[config.mk]
export PLATFORM = sky130hd
export DESIGN_NAME = pid_valve_drive_core
export DESIGN_NICKNAME = d
export VERILOG_FILES = /design/src/hw/rtl/pvd_pkg.sv /design/src/hw/rtl/pid_valve_drive_core.sv /design/src/hw/rtl/pvd_regs.sv /design/src/hw/rtl/pvd_ctrl.sv /design/src/hw/rtl/pvd_datapath.sv
export SDC_FILE = /design/constraint.sdc
export NUM_CORES = 2
export LEC_CHECK = 0
export BUFFER_PORTS_ARGS = -buffer_cell sky130_fd_sc_hd__buf_2
export CORE_MARGIN = 5
export CORE_UTILIZATION = 30
export CTS_CLUSTER_SIZE = 40
export DETAILED_ROUTE_END_ITERATION = 16
export SETUP_SLACK_MARGIN = 0.1
export SYNTH_ARGS = -nofsm -noshare
export SYNTH_HDL_FRONTEND = slang
export SYNTH_SLANG_ARGS = --single-unit
export TNS_END_PERCENT = 1
[constraint.sdc]
create_clock -name clk -period 16.9 [get_ports clk]
set_input_delay 2.535 -clock clk [delete_from_list [all_inputs] [get_ports clk]]
set_output_delay 2.535 -clock clk [all_outputs]
set_load 0.05 [all_outputs]
[src/hw/rtl/pvd_pkg.sv]
// Shared types and constants for the PID valve drive block.
// Used by the register file, the controller and the datapath; depends on nothing.
package pvd_pkg;

	localparam int unsigned CFG_AW = 5;
	localparam int unsigned CFG_DW = 32;

	typedef enum logic [2:0] {
		REG_KP_GAIN       = 3'd0,
		REG_KI_HUNDREDTHS = 3'd1,
		REG_KD_HUNDREDS   = 3'd2,
		REG_CUT_DEADBAND  = 3'd3,
		REG_RETRACT_START = 3'd4,
		REG_EXTEND_START  = 3'd5,
		REG_RETRACT_LIMIT = 3'd6,
		REG_EXTEND_LIMIT  = 3'd7
	} reg_idx_t;

	localparam logic [1:0] DIR_RAISE = 2'd0;
	localparam logic [1:0] DIR_LOWER = 2'd1;
	localparam logic [1:0] DIR_HOLD  = 2'd2;
	localparam logic [1:0] DIR_IDLE  = 2'd3;

	localparam logic [11:0] FLOAT_CODE = 12'd2048;

	localparam logic signed [20:0] INTEG_MAX = 21'sd524287;
	localparam logic signed [20:0] INTEG_MIN = -21'sd524288;
	localparam logic signed [26:0] TOTAL_MAX = 27'sd230000;
	localparam logic signed [26:0] TOTAL_MIN = -27'sd230000;

	// Reciprocals 2^18/100 and 2^24/2300, rounded down.
	localparam logic signed [13:0] RECIP_100  = 14'sd2621;
	localparam logic signed [13:0] RECIP_2300 = 14'sd7294;
	localparam logic [18:0] DIV_100  = 19'd100;
	localparam logic [24:0] DIV_2300 = 25'd2300;

	typedef struct packed {
		logic [7:0]  kp_gain;
		logic [7:0]  ki_hundredths;
		logic [7:0]  kd_hundreds;
		logic [7:0]  cut_deadband;
		logic [11:0] retract_start;
		logic [11:0] extend_start;
		logic [11:0] retract_limit;
		logic [11:0] extend_limit;
	} cfg_t;

	typedef enum logic [10:0] {
		ST_IDLE    = 11'b000_0000_0001,
		ST_MUL_P   = 11'b000_0000_0010,
		ST_MUL_D   = 11'b000_0000_0100,
		ST_MUL_I   = 11'b000_0000_1000,
		ST_SUM     = 11'b000_0001_0000,
		ST_Q100    = 11'b000_0010_0000,
		ST_FIX100  = 11'b000_0100_0000,
		ST_MAP     = 11'b000_1000_0000,
		ST_Q2300   = 11'b001_0000_0000,
		ST_FIX2300 = 11'b010_0000_0000,
		ST_DONE    = 11'b100_0000_0000
	} state_t;

	typedef struct packed {
		logic accept;
		logic do_p;
		logic do_d;
		logic do_i;
		logic do_sum;
		logic do_q100;
		logic do_fix100;
		logic do_map;
		logic do_q2300;
		logic do_fix2300;
		logic load_out;
	} cmd_t;

	typedef struct packed {
		logic skip;
	} status_t;

endpackage

[src/hw/rtl/pid_valve_drive_core.sv]
// PID valve drive with integral deadband. An engaged word runs the multiply, sum, divide
// and map steps on one shared 25x14 multiplier; a floating word (auto off or not cutting)
// goes straight to done. New words are taken only in idle, after the last has run its
// steps; the next word is taken while the last result waits to be taken.
// Reset: config, state and out_valid are reset; error history and integral clear to 0.
module pid_valve_drive_core (
	input  logic                       clk,
	input  logic                       arst_n,
	input  logic                       in_valid,
	output logic                       in_stall,
	input  logic [1:0]                 delta_dir,
	input  logic [7:0]                 cut_delta,
	input  logic                       auto_engaged,
	output logic                       out_valid,
	input  logic                       out_stall,
	output logic [11:0]                dac_code,
	output logic                       driving,
	input  logic                       psel,
	input  logic                       penable,
	input  logic                       pwrite,
	input  logic [pvd_pkg::CFG_AW-1:0] paddr,
	input  logic [pvd_pkg::CFG_DW-1:0] pwdata,
	output logic [pvd_pkg::CFG_DW-1:0] prdata,
	output logic                       pready
);
	import pvd_pkg::*;

	cfg_t    cfg;
	cmd_t    cmd;
	status_t status;

	pvd_regs u_regs (
		.clk     (clk),
		.arst_n  (arst_n),
		.psel    (psel),
		.penable (penable),
		.pwrite  (pwrite),
		.paddr   (paddr),
		.pwdata  (pwdata),
		.prdata  (prdata),
		.pready  (pready),
		.cfg     (cfg)
	);

	pvd_ctrl u_ctrl (
		.clk       (clk),
		.arst_n    (arst_n),
		.in_valid  (in_valid),
		.in_stall  (in_stall),
		.out_valid (out_valid),
		.out_stall (out_stall),
		.status    (status),
		.cmd       (cmd)
	);

	pvd_datapath u_dp (
		.clk          (clk),
		.arst_n       (arst_n),
		.cfg          (cfg),
		.cmd          (cmd),
		.status       (status),
		.delta_dir    (delta_dir),
		.cut_delta    (cut_delta),
		.auto_engaged (auto_engaged),
		.dac_code     (dac_code),
		.driving      (driving)
	);

endmodule

[src/hw/rtl/pvd_regs.sv]
// Configuration register file behind the APB-style port.
// Depends on pvd_pkg for the register indexes and the cfg_t bundle.
module pvd_regs (
	input  logic                      clk,
	input  logic                      arst_n,
	input  logic                      psel,
	input  logic                      penable,
	input  logic                      pwrite,
	input  logic [pvd_pkg::CFG_AW-1:0] paddr,
	input  logic [pvd_pkg::CFG_DW-1:0] pwdata,
	output logic [pvd_pkg::CFG_DW-1:0] prdata,
	output logic                      pready,
	output pvd_pkg::cfg_t             cfg
);
	import pvd_pkg::*;

	reg_idx_t reg_idx;
	logic     wr_en;
	cfg_t     cfg_q;

	assign reg_idx = reg_idx_t'(paddr[4:2]);
	assign pready  = 1'b1;
	assign wr_en   = psel && penable && pwrite;
	assign cfg     = cfg_q;

	always_ff @(posedge clk or negedge arst_n) begin
		if (!arst_n) begin
			cfg_q.kp_gain       <= 8'd38;
			cfg_q.ki_hundredths <= 8'd2;
			cfg_q.kd_hundreds   <= 8'd28;
			cfg_q.cut_deadband  <= 8'd2;
			cfg_q.retract_start <= 12'd1845;
			cfg_q.extend_start  <= 12'd2250;
			cfg_q.retract_limit <= 12'd450;
			cfg_q.extend_limit  <= 12'd3645;
		end else if (wr_en) begin
			unique case (reg_idx)
				REG_KP_GAIN:       cfg_q.kp_gain       <= pwdata[7:0];
				REG_KI_HUNDREDTHS: cfg_q.ki_hundredths <= pwdata[7:0];
				REG_KD_HUNDREDS:   cfg_q.kd_hundreds   <= pwdata[7:0];
				REG_CUT_DEADBAND:  cfg_q.cut_deadband  <= pwdata[7:0];
				REG_RETRACT_START: cfg_q.retract_start <= pwdata[11:0];
				REG_EXTEND_START:  cfg_q.extend_start  <= pwdata[11:0];
				REG_RETRACT_LIMIT: cfg_q.retract_limit <= pwdata[11:0];
				REG_EXTEND_LIMIT:  cfg_q.extend_limit  <= pwdata[11:0];
			endcase
		end
	end

	always_comb begin
		unique case (reg_idx)
			REG_KP_GAIN:       prdata = {24'd0, cfg_q.kp_gain};
			REG_KI_HUNDREDTHS: prdata = {24'd0, cfg_q.ki_hundredths};
			REG_KD_HUNDREDS:   prdata = {24'd0, cfg_q.kd_hundreds};
			REG_CUT_DEADBAND:  prdata = {24'd0, cfg_q.cut_deadband};
			REG_RETRACT_START: prdata = {20'd0, cfg_q.retract_start};
			REG_EXTEND_START:  prdata = {20'd0, cfg_q.extend_start};
			REG_RETRACT_LIMIT: prdata = {20'd0, cfg_q.retract_limit};
			REG_EXTEND_LIMIT:  prdata = {20'd0, cfg_q.extend_limit};
		endcase
	end

endmodule

[src/hw/rtl/pvd_ctrl.sv]
// Sequencer for the valve drive: steps the shared multiplier through one word.
// Depends on pvd_pkg for the state, command and status types.
module pvd_ctrl (
	input  logic               clk,
	input  logic               arst_n,
	input  logic               in_valid,
	output logic               in_stall,
	output logic               out_valid,
	input  logic               out_stall,
	input  pvd_pkg::status_t   status,
	output pvd_pkg::cmd_t      cmd
);
	import pvd_pkg::*;

	state_t state_q;
	state_t state_nxt;
	logic   out_valid_q;
	logic   out_free;

	assign in_stall  = (state_q != ST_IDLE);
	assign out_valid = out_valid_q;
	assign out_free  = !out_valid_q || !out_stall;

	always_comb begin
		cmd            = '0;
		cmd.accept     = in_valid && (state_q == ST_IDLE);
		cmd.do_p       = (state_q == ST_MUL_P);
		cmd.do_d       = (state_q == ST_MUL_D);
		cmd.do_i       = (state_q == ST_MUL_I);
		cmd.do_sum     = (state_q == ST_SUM);
		cmd.do_q100    = (state_q == ST_Q100);
		cmd.do_fix100  = (state_q == ST_FIX100);
		cmd.do_map     = (state_q == ST_MAP);
		cmd.do_q2300   = (state_q == ST_Q2300);
		cmd.do_fix2300 = (state_q == ST_FIX2300);
		cmd.load_out   = (state_q == ST_DONE) && out_free;
	end

	always_comb begin
		state_nxt = state_q;
		unique case (state_q)
			ST_IDLE: begin
				if (in_valid) begin
					state_nxt = status.skip ? ST_DONE : ST_MUL_P;
				end
			end
			ST_MUL_P:   state_nxt = ST_MUL_D;
			ST_MUL_D:   state_nxt = ST_MUL_I;
			ST_MUL_I:   state_nxt = ST_SUM;
			ST_SUM:     state_nxt = ST_Q100;
			ST_Q100:    state_nxt = ST_FIX100;
			ST_FIX100:  state_nxt = ST_MAP;
			ST_MAP:     state_nxt = ST_Q2300;
			ST_Q2300:   state_nxt = ST_FIX2300;
			ST_FIX2300: state_nxt = ST_DONE;
			ST_DONE: begin
				if (out_free) begin
					state_nxt = ST_IDLE;
				end
			end
			default:    state_nxt = ST_IDLE;
		endcase
	end

	always_ff @(posedge clk or negedge arst_n) begin
		if (!arst_n) begin
			state_q     <= ST_IDLE;
			out_valid_q <= 1'b0;
		end else begin
			state_q <= state_nxt;
			if (cmd.load_out) begin
				out_valid_q <= 1'b1;
			end else if (!out_stall) begin
				out_valid_q <= 1'b0;
			end
		end
	end

endmodule

[src/hw/rtl/pvd_datapath.sv]
// Datapath of the valve drive: shared multiplier, PID sums, divides and clamps.
// Depends on pvd_pkg; driven step by step by the commands of pvd_ctrl.
module pvd_datapath (
	input  logic             clk,
	input  logic             arst_n,
	input  pvd_pkg::cfg_t    cfg,
	input  pvd_pkg::cmd_t    cmd,
	output pvd_pkg::status_t status,
	input  logic [1:0]       delta_dir,
	input  logic [7:0]       cut_delta,
	input  logic             auto_engaged,
	output logic [11:0]      dac_code,
	output logic             driving
);
	import pvd_pkg::*;

	logic [1:0]         dir_q;
	logic [7:0]         depth_q;
	logic               skip_q;
	logic signed [8:0]  err_q;
	logic signed [8:0]  prev_err_q;
	logic signed [19:0] integ_sum_q;
	logic signed [19:0] integ_q;
	logic signed [19:0] pd_q;
	logic [17:0]        tmag_q;
	logic               tneg_q;
	logic [11:0]        q100_q;
	logic signed [12:0] t_q;
	logic [23:0]        ymag_q;
	logic               yneg_q;
	logic [11:0]        q23_q;
	logic signed [13:0] code_q;
	logic [11:0]        dac_q;
	logic               driving_q;

	logic signed [8:0]  depth_s;
	logic signed [8:0]  err_in;
	logic signed [9:0]  diff;
	logic signed [24:0] mul_a;
	logic signed [13:0] mul_b;
	logic signed [38:0] mul_prod;
	logic signed [9:0]  err_w;
	logic signed [9:0]  band_w;
	logic               in_band;
	logic signed [20:0] isum;
	logic signed [19:0] isat;
	logic signed [26:0] pd_w;
	logic signed [26:0] total;
	logic signed [26:0] total_c;
	logic [17:0]        q100_x;
	logic [18:0]        rem100;
	logic [11:0]        q100_adj;
	logic [12:0]        t_mag;
	logic signed [12:0] range_s;
	logic               yneg;
	logic [23:0]        q23_x;
	logic [24:0]        rem23;
	logic [11:0]        q23_adj;
	logic signed [13:0] start_w;
	logic signed [13:0] mag_w;
	logic signed [13:0] code_nxt;
	logic signed [13:0] ext_lim;
	logic signed [13:0] ret_lim;
	logic signed [13:0] code_c1;
	logic signed [13:0] code_c2;

	assign status.skip = !auto_engaged || (delta_dir == DIR_IDLE);
	assign dac_code    = dac_q;
	assign driving     = driving_q;

	assign depth_s = {1'b0, cut_delta};
	assign err_in  = (delta_dir == DIR_RAISE) ? depth_s : -depth_s;
	assign diff    = {err_q[8], err_q} - {prev_err_q[8], prev_err_q};

	always_comb begin
		mul_a   = '0;
		mul_b   = '0;
		range_s = '0;
		if (dir_q == DIR_LOWER) begin
			range_s = {1'b0, cfg.retract_limit} - {1'b0, cfg.retract_start};
		end else begin
			range_s = {1'b0, cfg.extend_limit} - {1'b0, cfg.extend_start};
		end
		priority if (cmd.do_p) begin
			mul_a = 25'(err_q);
			mul_b = {6'd0, cfg.kp_gain};
		end else if (cmd.do_d) begin
			mul_a = 25'(diff);
			mul_b = {6'd0, cfg.kd_hundreds};
		end else if (cmd.do_i) begin
			mul_a = 25'(err_q);
			mul_b = {6'd0, cfg.ki_hundredths};
		end else if (cmd.do_q100) begin
			mul_a = {7'd0, tmag_q};
			mul_b = RECIP_100;
		end else if (cmd.do_map) begin
			mul_a = 25'(t_q);
			mul_b = 14'(range_s);
		end else if (cmd.do_q2300) begin
			mul_a = {1'b0, ymag_q};
			mul_b = RECIP_2300;
		end else begin
			mul_a = '0;
			mul_b = '0;
		end
	end

	assign mul_prod = mul_a * mul_b;

	// Integral step: accumulate inside the deadband, saturate, else clear.
	assign err_w   = {err_q[8], err_q};
	assign band_w  = {2'b00, cfg.cut_deadband};
	assign in_band = (err_w > -band_w) && (err_w < band_w);
	assign isum    = {integ_sum_q[19], integ_sum_q} + {{3{mul_prod[17]}}, mul_prod[17:0]};

	always_comb begin
		if (isum > INTEG_MAX) begin
			isat = INTEG_MAX[19:0];
		end else if (isum < INTEG_MIN) begin
			isat = INTEG_MIN[19:0];
		end else begin
			isat = isum[19:0];
		end
	end

	// Total in hundredths, then clamped.
	assign pd_w  = 27'(pd_q);
	assign total = (pd_w <<< 6) + (pd_w <<< 5) + (pd_w <<< 2) + 27'(integ_q);

	always_comb begin
		if (total > TOTAL_MAX) begin
			total_c = TOTAL_MAX;
		end else if (total < TOTAL_MIN) begin
			total_c = TOTAL_MIN;
		end else begin
			total_c = total;
		end
	end

	// The reciprocal estimate is at most one low; one compare corrects it.
	assign q100_x   = 18'(q100_q) * 18'd100;
	assign rem100   = {1'b0, tmag_q} - {1'b0, q100_x};
	assign q100_adj = (rem100 >= DIV_100) ? (q100_q + 12'd1) : q100_q;
	assign t_mag    = {1'b0, q100_adj};

	assign yneg = mul_prod[38];

	assign q23_x   = 24'(q23_q) * 24'd2300;
	assign rem23   = {1'b0, ymag_q} - {1'b0, q23_x};
	assign q23_adj = (rem23 >= DIV_2300) ? (q23_q + 12'd1) : q23_q;
	assign mag_w   = {2'b00, q23_adj};
	assign start_w = (dir_q == DIR_LOWER) ? {2'b00, cfg.retract_start} : {2'b00, cfg.extend_start};

	always_comb begin
		if (dir_q == DIR_HOLD) begin
			code_nxt = {2'b00, FLOAT_CODE};
		end else if (yneg_q) begin
			code_nxt = start_w - mag_w;
		end else begin
			code_nxt = start_w + mag_w;
		end
	end

	// Cap at the extend limit first, then raise to the retract limit.
	assign ext_lim = {2'b00, cfg.extend_limit};
	assign ret_lim = {2'b00, cfg.retract_limit};
	assign code_c1 = (code_q >= ext_lim) ? ext_lim : code_q;
	assign code_c2 = (code_c1 <= ret_lim) ? ret_lim : code_c1;

	always_ff @(posedge clk) begin
		if (cmd.accept) begin
			dir_q   <= delta_dir;
			depth_q <= cut_delta;
			skip_q  <= status.skip;
			err_q   <= err_in;
		end
		if (cmd.do_p) begin
			pd_q <= mul_prod[19:0];
		end
		if (cmd.do_d) begin
			pd_q <= pd_q + {mul_prod[18:0], 1'b0};
		end
		if (cmd.do_i) begin
			integ_q <= in_band ? isat : 20'sd0;
		end
		if (cmd.do_sum) begin
			tneg_q <= total_c[26];
			tmag_q <= total_c[26] ? 18'(-total_c) : total_c[17:0];
		end
		if (cmd.do_q100) begin
			q100_q <= mul_prod[29:18];
		end
		if (cmd.do_fix100) begin
			t_q <= tneg_q ? -t_mag : t_mag;
		end
		if (cmd.do_map) begin
			yneg_q <= yneg ^ (dir_q == DIR_LOWER);
			ymag_q <= yneg ? (24'd0 - mul_prod[23:0]) : mul_prod[23:0];
		end
		if (cmd.do_q2300) begin
			q23_q <= mul_prod[35:24];
		end
		if (cmd.do_fix2300) begin
			code_q <= code_nxt;
		end
		if (cmd.load_out) begin
			if (skip_q || (depth_q <= cfg.cut_deadband)) begin
				dac_q     <= FLOAT_CODE;
				driving_q <= 1'b0;
			end else begin
				dac_q     <= code_c2[11:0];
				driving_q <= 1'b1;
			end
		end
	end

	always_ff @(posedge clk or negedge arst_n) begin
		if (!arst_n) begin
			prev_err_q  <= '0;
			integ_sum_q <= '0;
		end else if (cmd.load_out && !skip_q) begin
			prev_err_q  <= err_q;
			integ_sum_q <= integ_q;
		end
	end

endmodule

==> key figures <==
Synthesis
  • Avg Synthesized Cell Area: 9.08 sq um
  • Top cell type's share of synthesized area: 0.220
  • Synth warn: 0
  • Number of synthesized flops with an enable pin: 167
  • Post-synthesis adder-cell area fraction: 0.352
  • Synth async-reset ratio: 0.420
  • Seq/Total Area, Yosys: 0.209
  • Mapped Area: 38,700 sq um
  • Synth Area in XOR/XNOR: 0.0514
  • Count leader, synth: inv_1
  • Seq cells post-synth: 288
  • Compound-Gate Fraction of Synth Area: 0.137
  • Library cells used by synthesis: 92
  • Synth top area cells: fa_1, ha_1, edfxtp_1
  • Mux share of post-synthesis cell area: 0.0296
  • Main combinational cell family by area after synthesis: adder cells
  • Mapped Cells: 4,264
  • Ys flop type: edfxtp_1
  • Cell taking the most area after synthesis: fa_1
  • Synth Area in Simple Gates: 0.147
  • Commonest cells in the netlist: inv_1, nand2_1, fa_1

Floorplan
  • Rows: 131
  • Chip height: 369 microns
  • Initial cell density of the core: 0.303
  • Die area: 136,000 sq um
  • Die W: 369 microns
  • IO Pins: 103
  • CORE AREA: 128,000 sq um

Clocking
  • Insertion delay to the later sink of the worst-skew pair: 0.58 ns
  • Htree depth: 2
  • CTS tree: done
  • Total CTS buffers: 37
  • CTS Sinks: 288
  • Hold Buf Count CTS: 0
  • CTS Root Cell: clkbuf_16
  • CTS max path bufs: 3
  • Buffers inserted by post-CTS timing repair: 0
  • Reg clk slew, reported paths: 0.06 ns
  • CTS resizes: 0

Timing
  • Endpoints failing setup: 0
  • Rel. slew slack: 0.230
  • Final hold slack: 0.520 ns
  • Fin. max-slew vios: 0
  • Worst-margin pin slew: 1.14 ns
  • Final hold violations: 0
  • Unrepaired setup endpoints after global routing: no
  • Final cycle utilization of the critical path: 0.712
  • FMAX: 83.1 MHz
  • TNS Setup: 0 ns
  • Final WS setup: 4.87 ns
  • Final Critical Period: 12.03 ns
  • Worst Clk Skew: 0.0432 ns

Setup path
  • WP data arrival: 12.42 ns
  • Crit-path slowest cell: o21a_1
  • Worst endpoint required time: 17.29 ns
  • CP bufs+invs: 7
  • Crit end category: flip-flop
  • Setup CP Type: flip-flop to flip-flop
  • CP max FO: 24
  • Critical Path Source Type: flip-flop
  • CP peak stage delay: 0.85 ns
  • Top delay family on crit path: compound AO/OA/AOI/OAI gates

Placed design
  • Pre-CTS worst setup slack: 4.98 ns
  • RePlAce Congestion: 0.877
  • PortBufs: 59
  • DP Area: 41,100 sq um
  • Hpwl dp: 89,300 microns

Drt
  • DR vias/cell: 5.14
  • Remaining DRCs: 0
  • Pre-Repair DR Iteration Count: 6
  • Post-route ant nets: 0
  • Routed wire length: 111,000 microns
  • Drt initial violations: 2,341
  • Via count: 30,800
  • Wirelength per Cell: 18.5 microns

Cells and area
  • Diode count: 0
  • Cell area after layout: 42,400 sq um
  • Share of post-route cells with drive strength above 1: 0.0771
  • Nets: 5,192
  • Layout area overhead: 9.51%

GRT
  • First-pass GRT wire length: 175,000 microns
  • Grt total ovfl: 0
  • All-Layer GR Usage: 0.161
  • Pin count of the biggest net entering global routing: 69
  • Initial antenna violation count: 2
  • Vias in the first global route: 30,800

Power and ir drop
  • Leakage power: 19.6 nW
  • VDD IR max: 0.0000613 V
  • PD cells: 76.1 nW/um^2

Hold path
  • Hold crit path type: flip-flop to flip-flop

Run
  • Max-cap viol count: 0

Status
  • Status: completed
-- final timing paths --
path | start | end | slack (ns) | cells after the start
max | u_ctrl.state_q[8] | u_dp.integ_q[2] | 4.87 | 39
min | u_dp.integ_sum_q[19] | u_dp.integ_sum_q[19] | 0.52 | 1
max reg2reg | u_ctrl.state_q[8] | u_dp.integ_q[2] | 4.87 | 39
min reg2reg | u_dp.integ_sum_q[19] | u_dp.integ_sum_q[19] | 0.52 | 1
max in group asynchronous | arst_n | u_regs.cfg[42] | 13.42 | 2
min in group asynchronous | arst_n | u_regs.cfg[64] | 2.01 | 1
-- cell type report --
cell class / count / area [sq um]
Fill cell: 13100 / 85500
Clock inverter: 19 / 256
Sequential cell: 288 / 8080
Multi-Input combinational cell: 3254 / 27900
Tap cell: 1662 / 2080
Clock buffer: 49 / 1000
Inverter: 598 / 2240
Timing Repair Buffer: 125 / 793
-- cells in the final DEF (no fill, tap or decap), types with 33 or more instances in the layout --
cell       synthesis  layout
xnor2_1          155     154
a21oi_1          196     193
edfxtp_1         167     167
mux2_2            60      60
ha_1             407     407
nand2b_1          59      59
a21o_1            62      62
nor3_1            73      73
clkbuf_16          0      37
o21ai_0          281     280
and2_1            34      34
nand2_1          464     464
dfrtp_1           88      88
fa_1             426     426
buf_4             21      67
dfstp_2           33      33
buf_2              1      58
nor2b_1           54      53
o21a_1            51      51
o31ai_1           34      33
nand3_1           56      56
inv_1            593     593
xor2_1            72      72
nor2_1           327     326
-- metrics by stage --
step / total power, mW / std cells / utilization
after CTS: 3.23 / 5995 / 0.332
after detailed placement: 2.39 / 5927 / 0.322
after floorplan: 1.97 / 4283 / -
after global placement: 2.36 / 5927 / 0.322
final: 3.23 / 5995 / 0.332
after global routing: 3.43 / 5995 / 0.332
-- power breakdown --
part / leakage, nW / switching [mW] / total [mW] / internal, mW
sequential: 2.96 / 0.102 / 0.987 / 0.885
combinational: 16.0 / 0.888 / 1.41 / 0.526
clock: 0.611 / 0.341 / 0.827 / 0.486
-- state kept, by name (all words and copies together) (netlist names) --
name and cells:
u_ctrl.out_valid 1, u_ctrl.state_q 11, u_dp.code_q 14, u_dp.dac_code 12, u_dp.depth_q 7, u_dp.dir_q 2
u_dp.driving 1, u_dp.err_q 9, u_dp.integ_q 20, u_dp.integ_sum_q 20, u_dp.pd_q 20, u_dp.prev_err_q 9
u_dp.q100_q 12, u_dp.q23_q 12, u_dp.skip_q 1, u_dp.t_q 13, u_dp.tmag_q 18, u_dp.tneg_q 1
u_dp.ymag_q 24, u_dp.yneg_q 1, u_regs.cfg 80
-- logic make-up after synthesis --
family,after synthesis
AO/OA/AOI/OAI,847
AND/OR/NAND/NOR,1229
XOR/XNOR,227
buffers and inverters,741
adder cells (fa/ha/maj),833
other,2
multiplexers,97
flip-flops,288
-- routing by layer --
layer / vias up / global-route usage / routed length [microns]
li1: 14400 / - / -
met1: 15300 / 0.224 / 49700
met2: 909 / 0.259 / 49700
met3: 172 / 0.0232 / 7770
met4: 0 / 0.0534 / 4010
met5: - / 0 / 0
No activity file was read; power rests on OpenSTA's default activity.
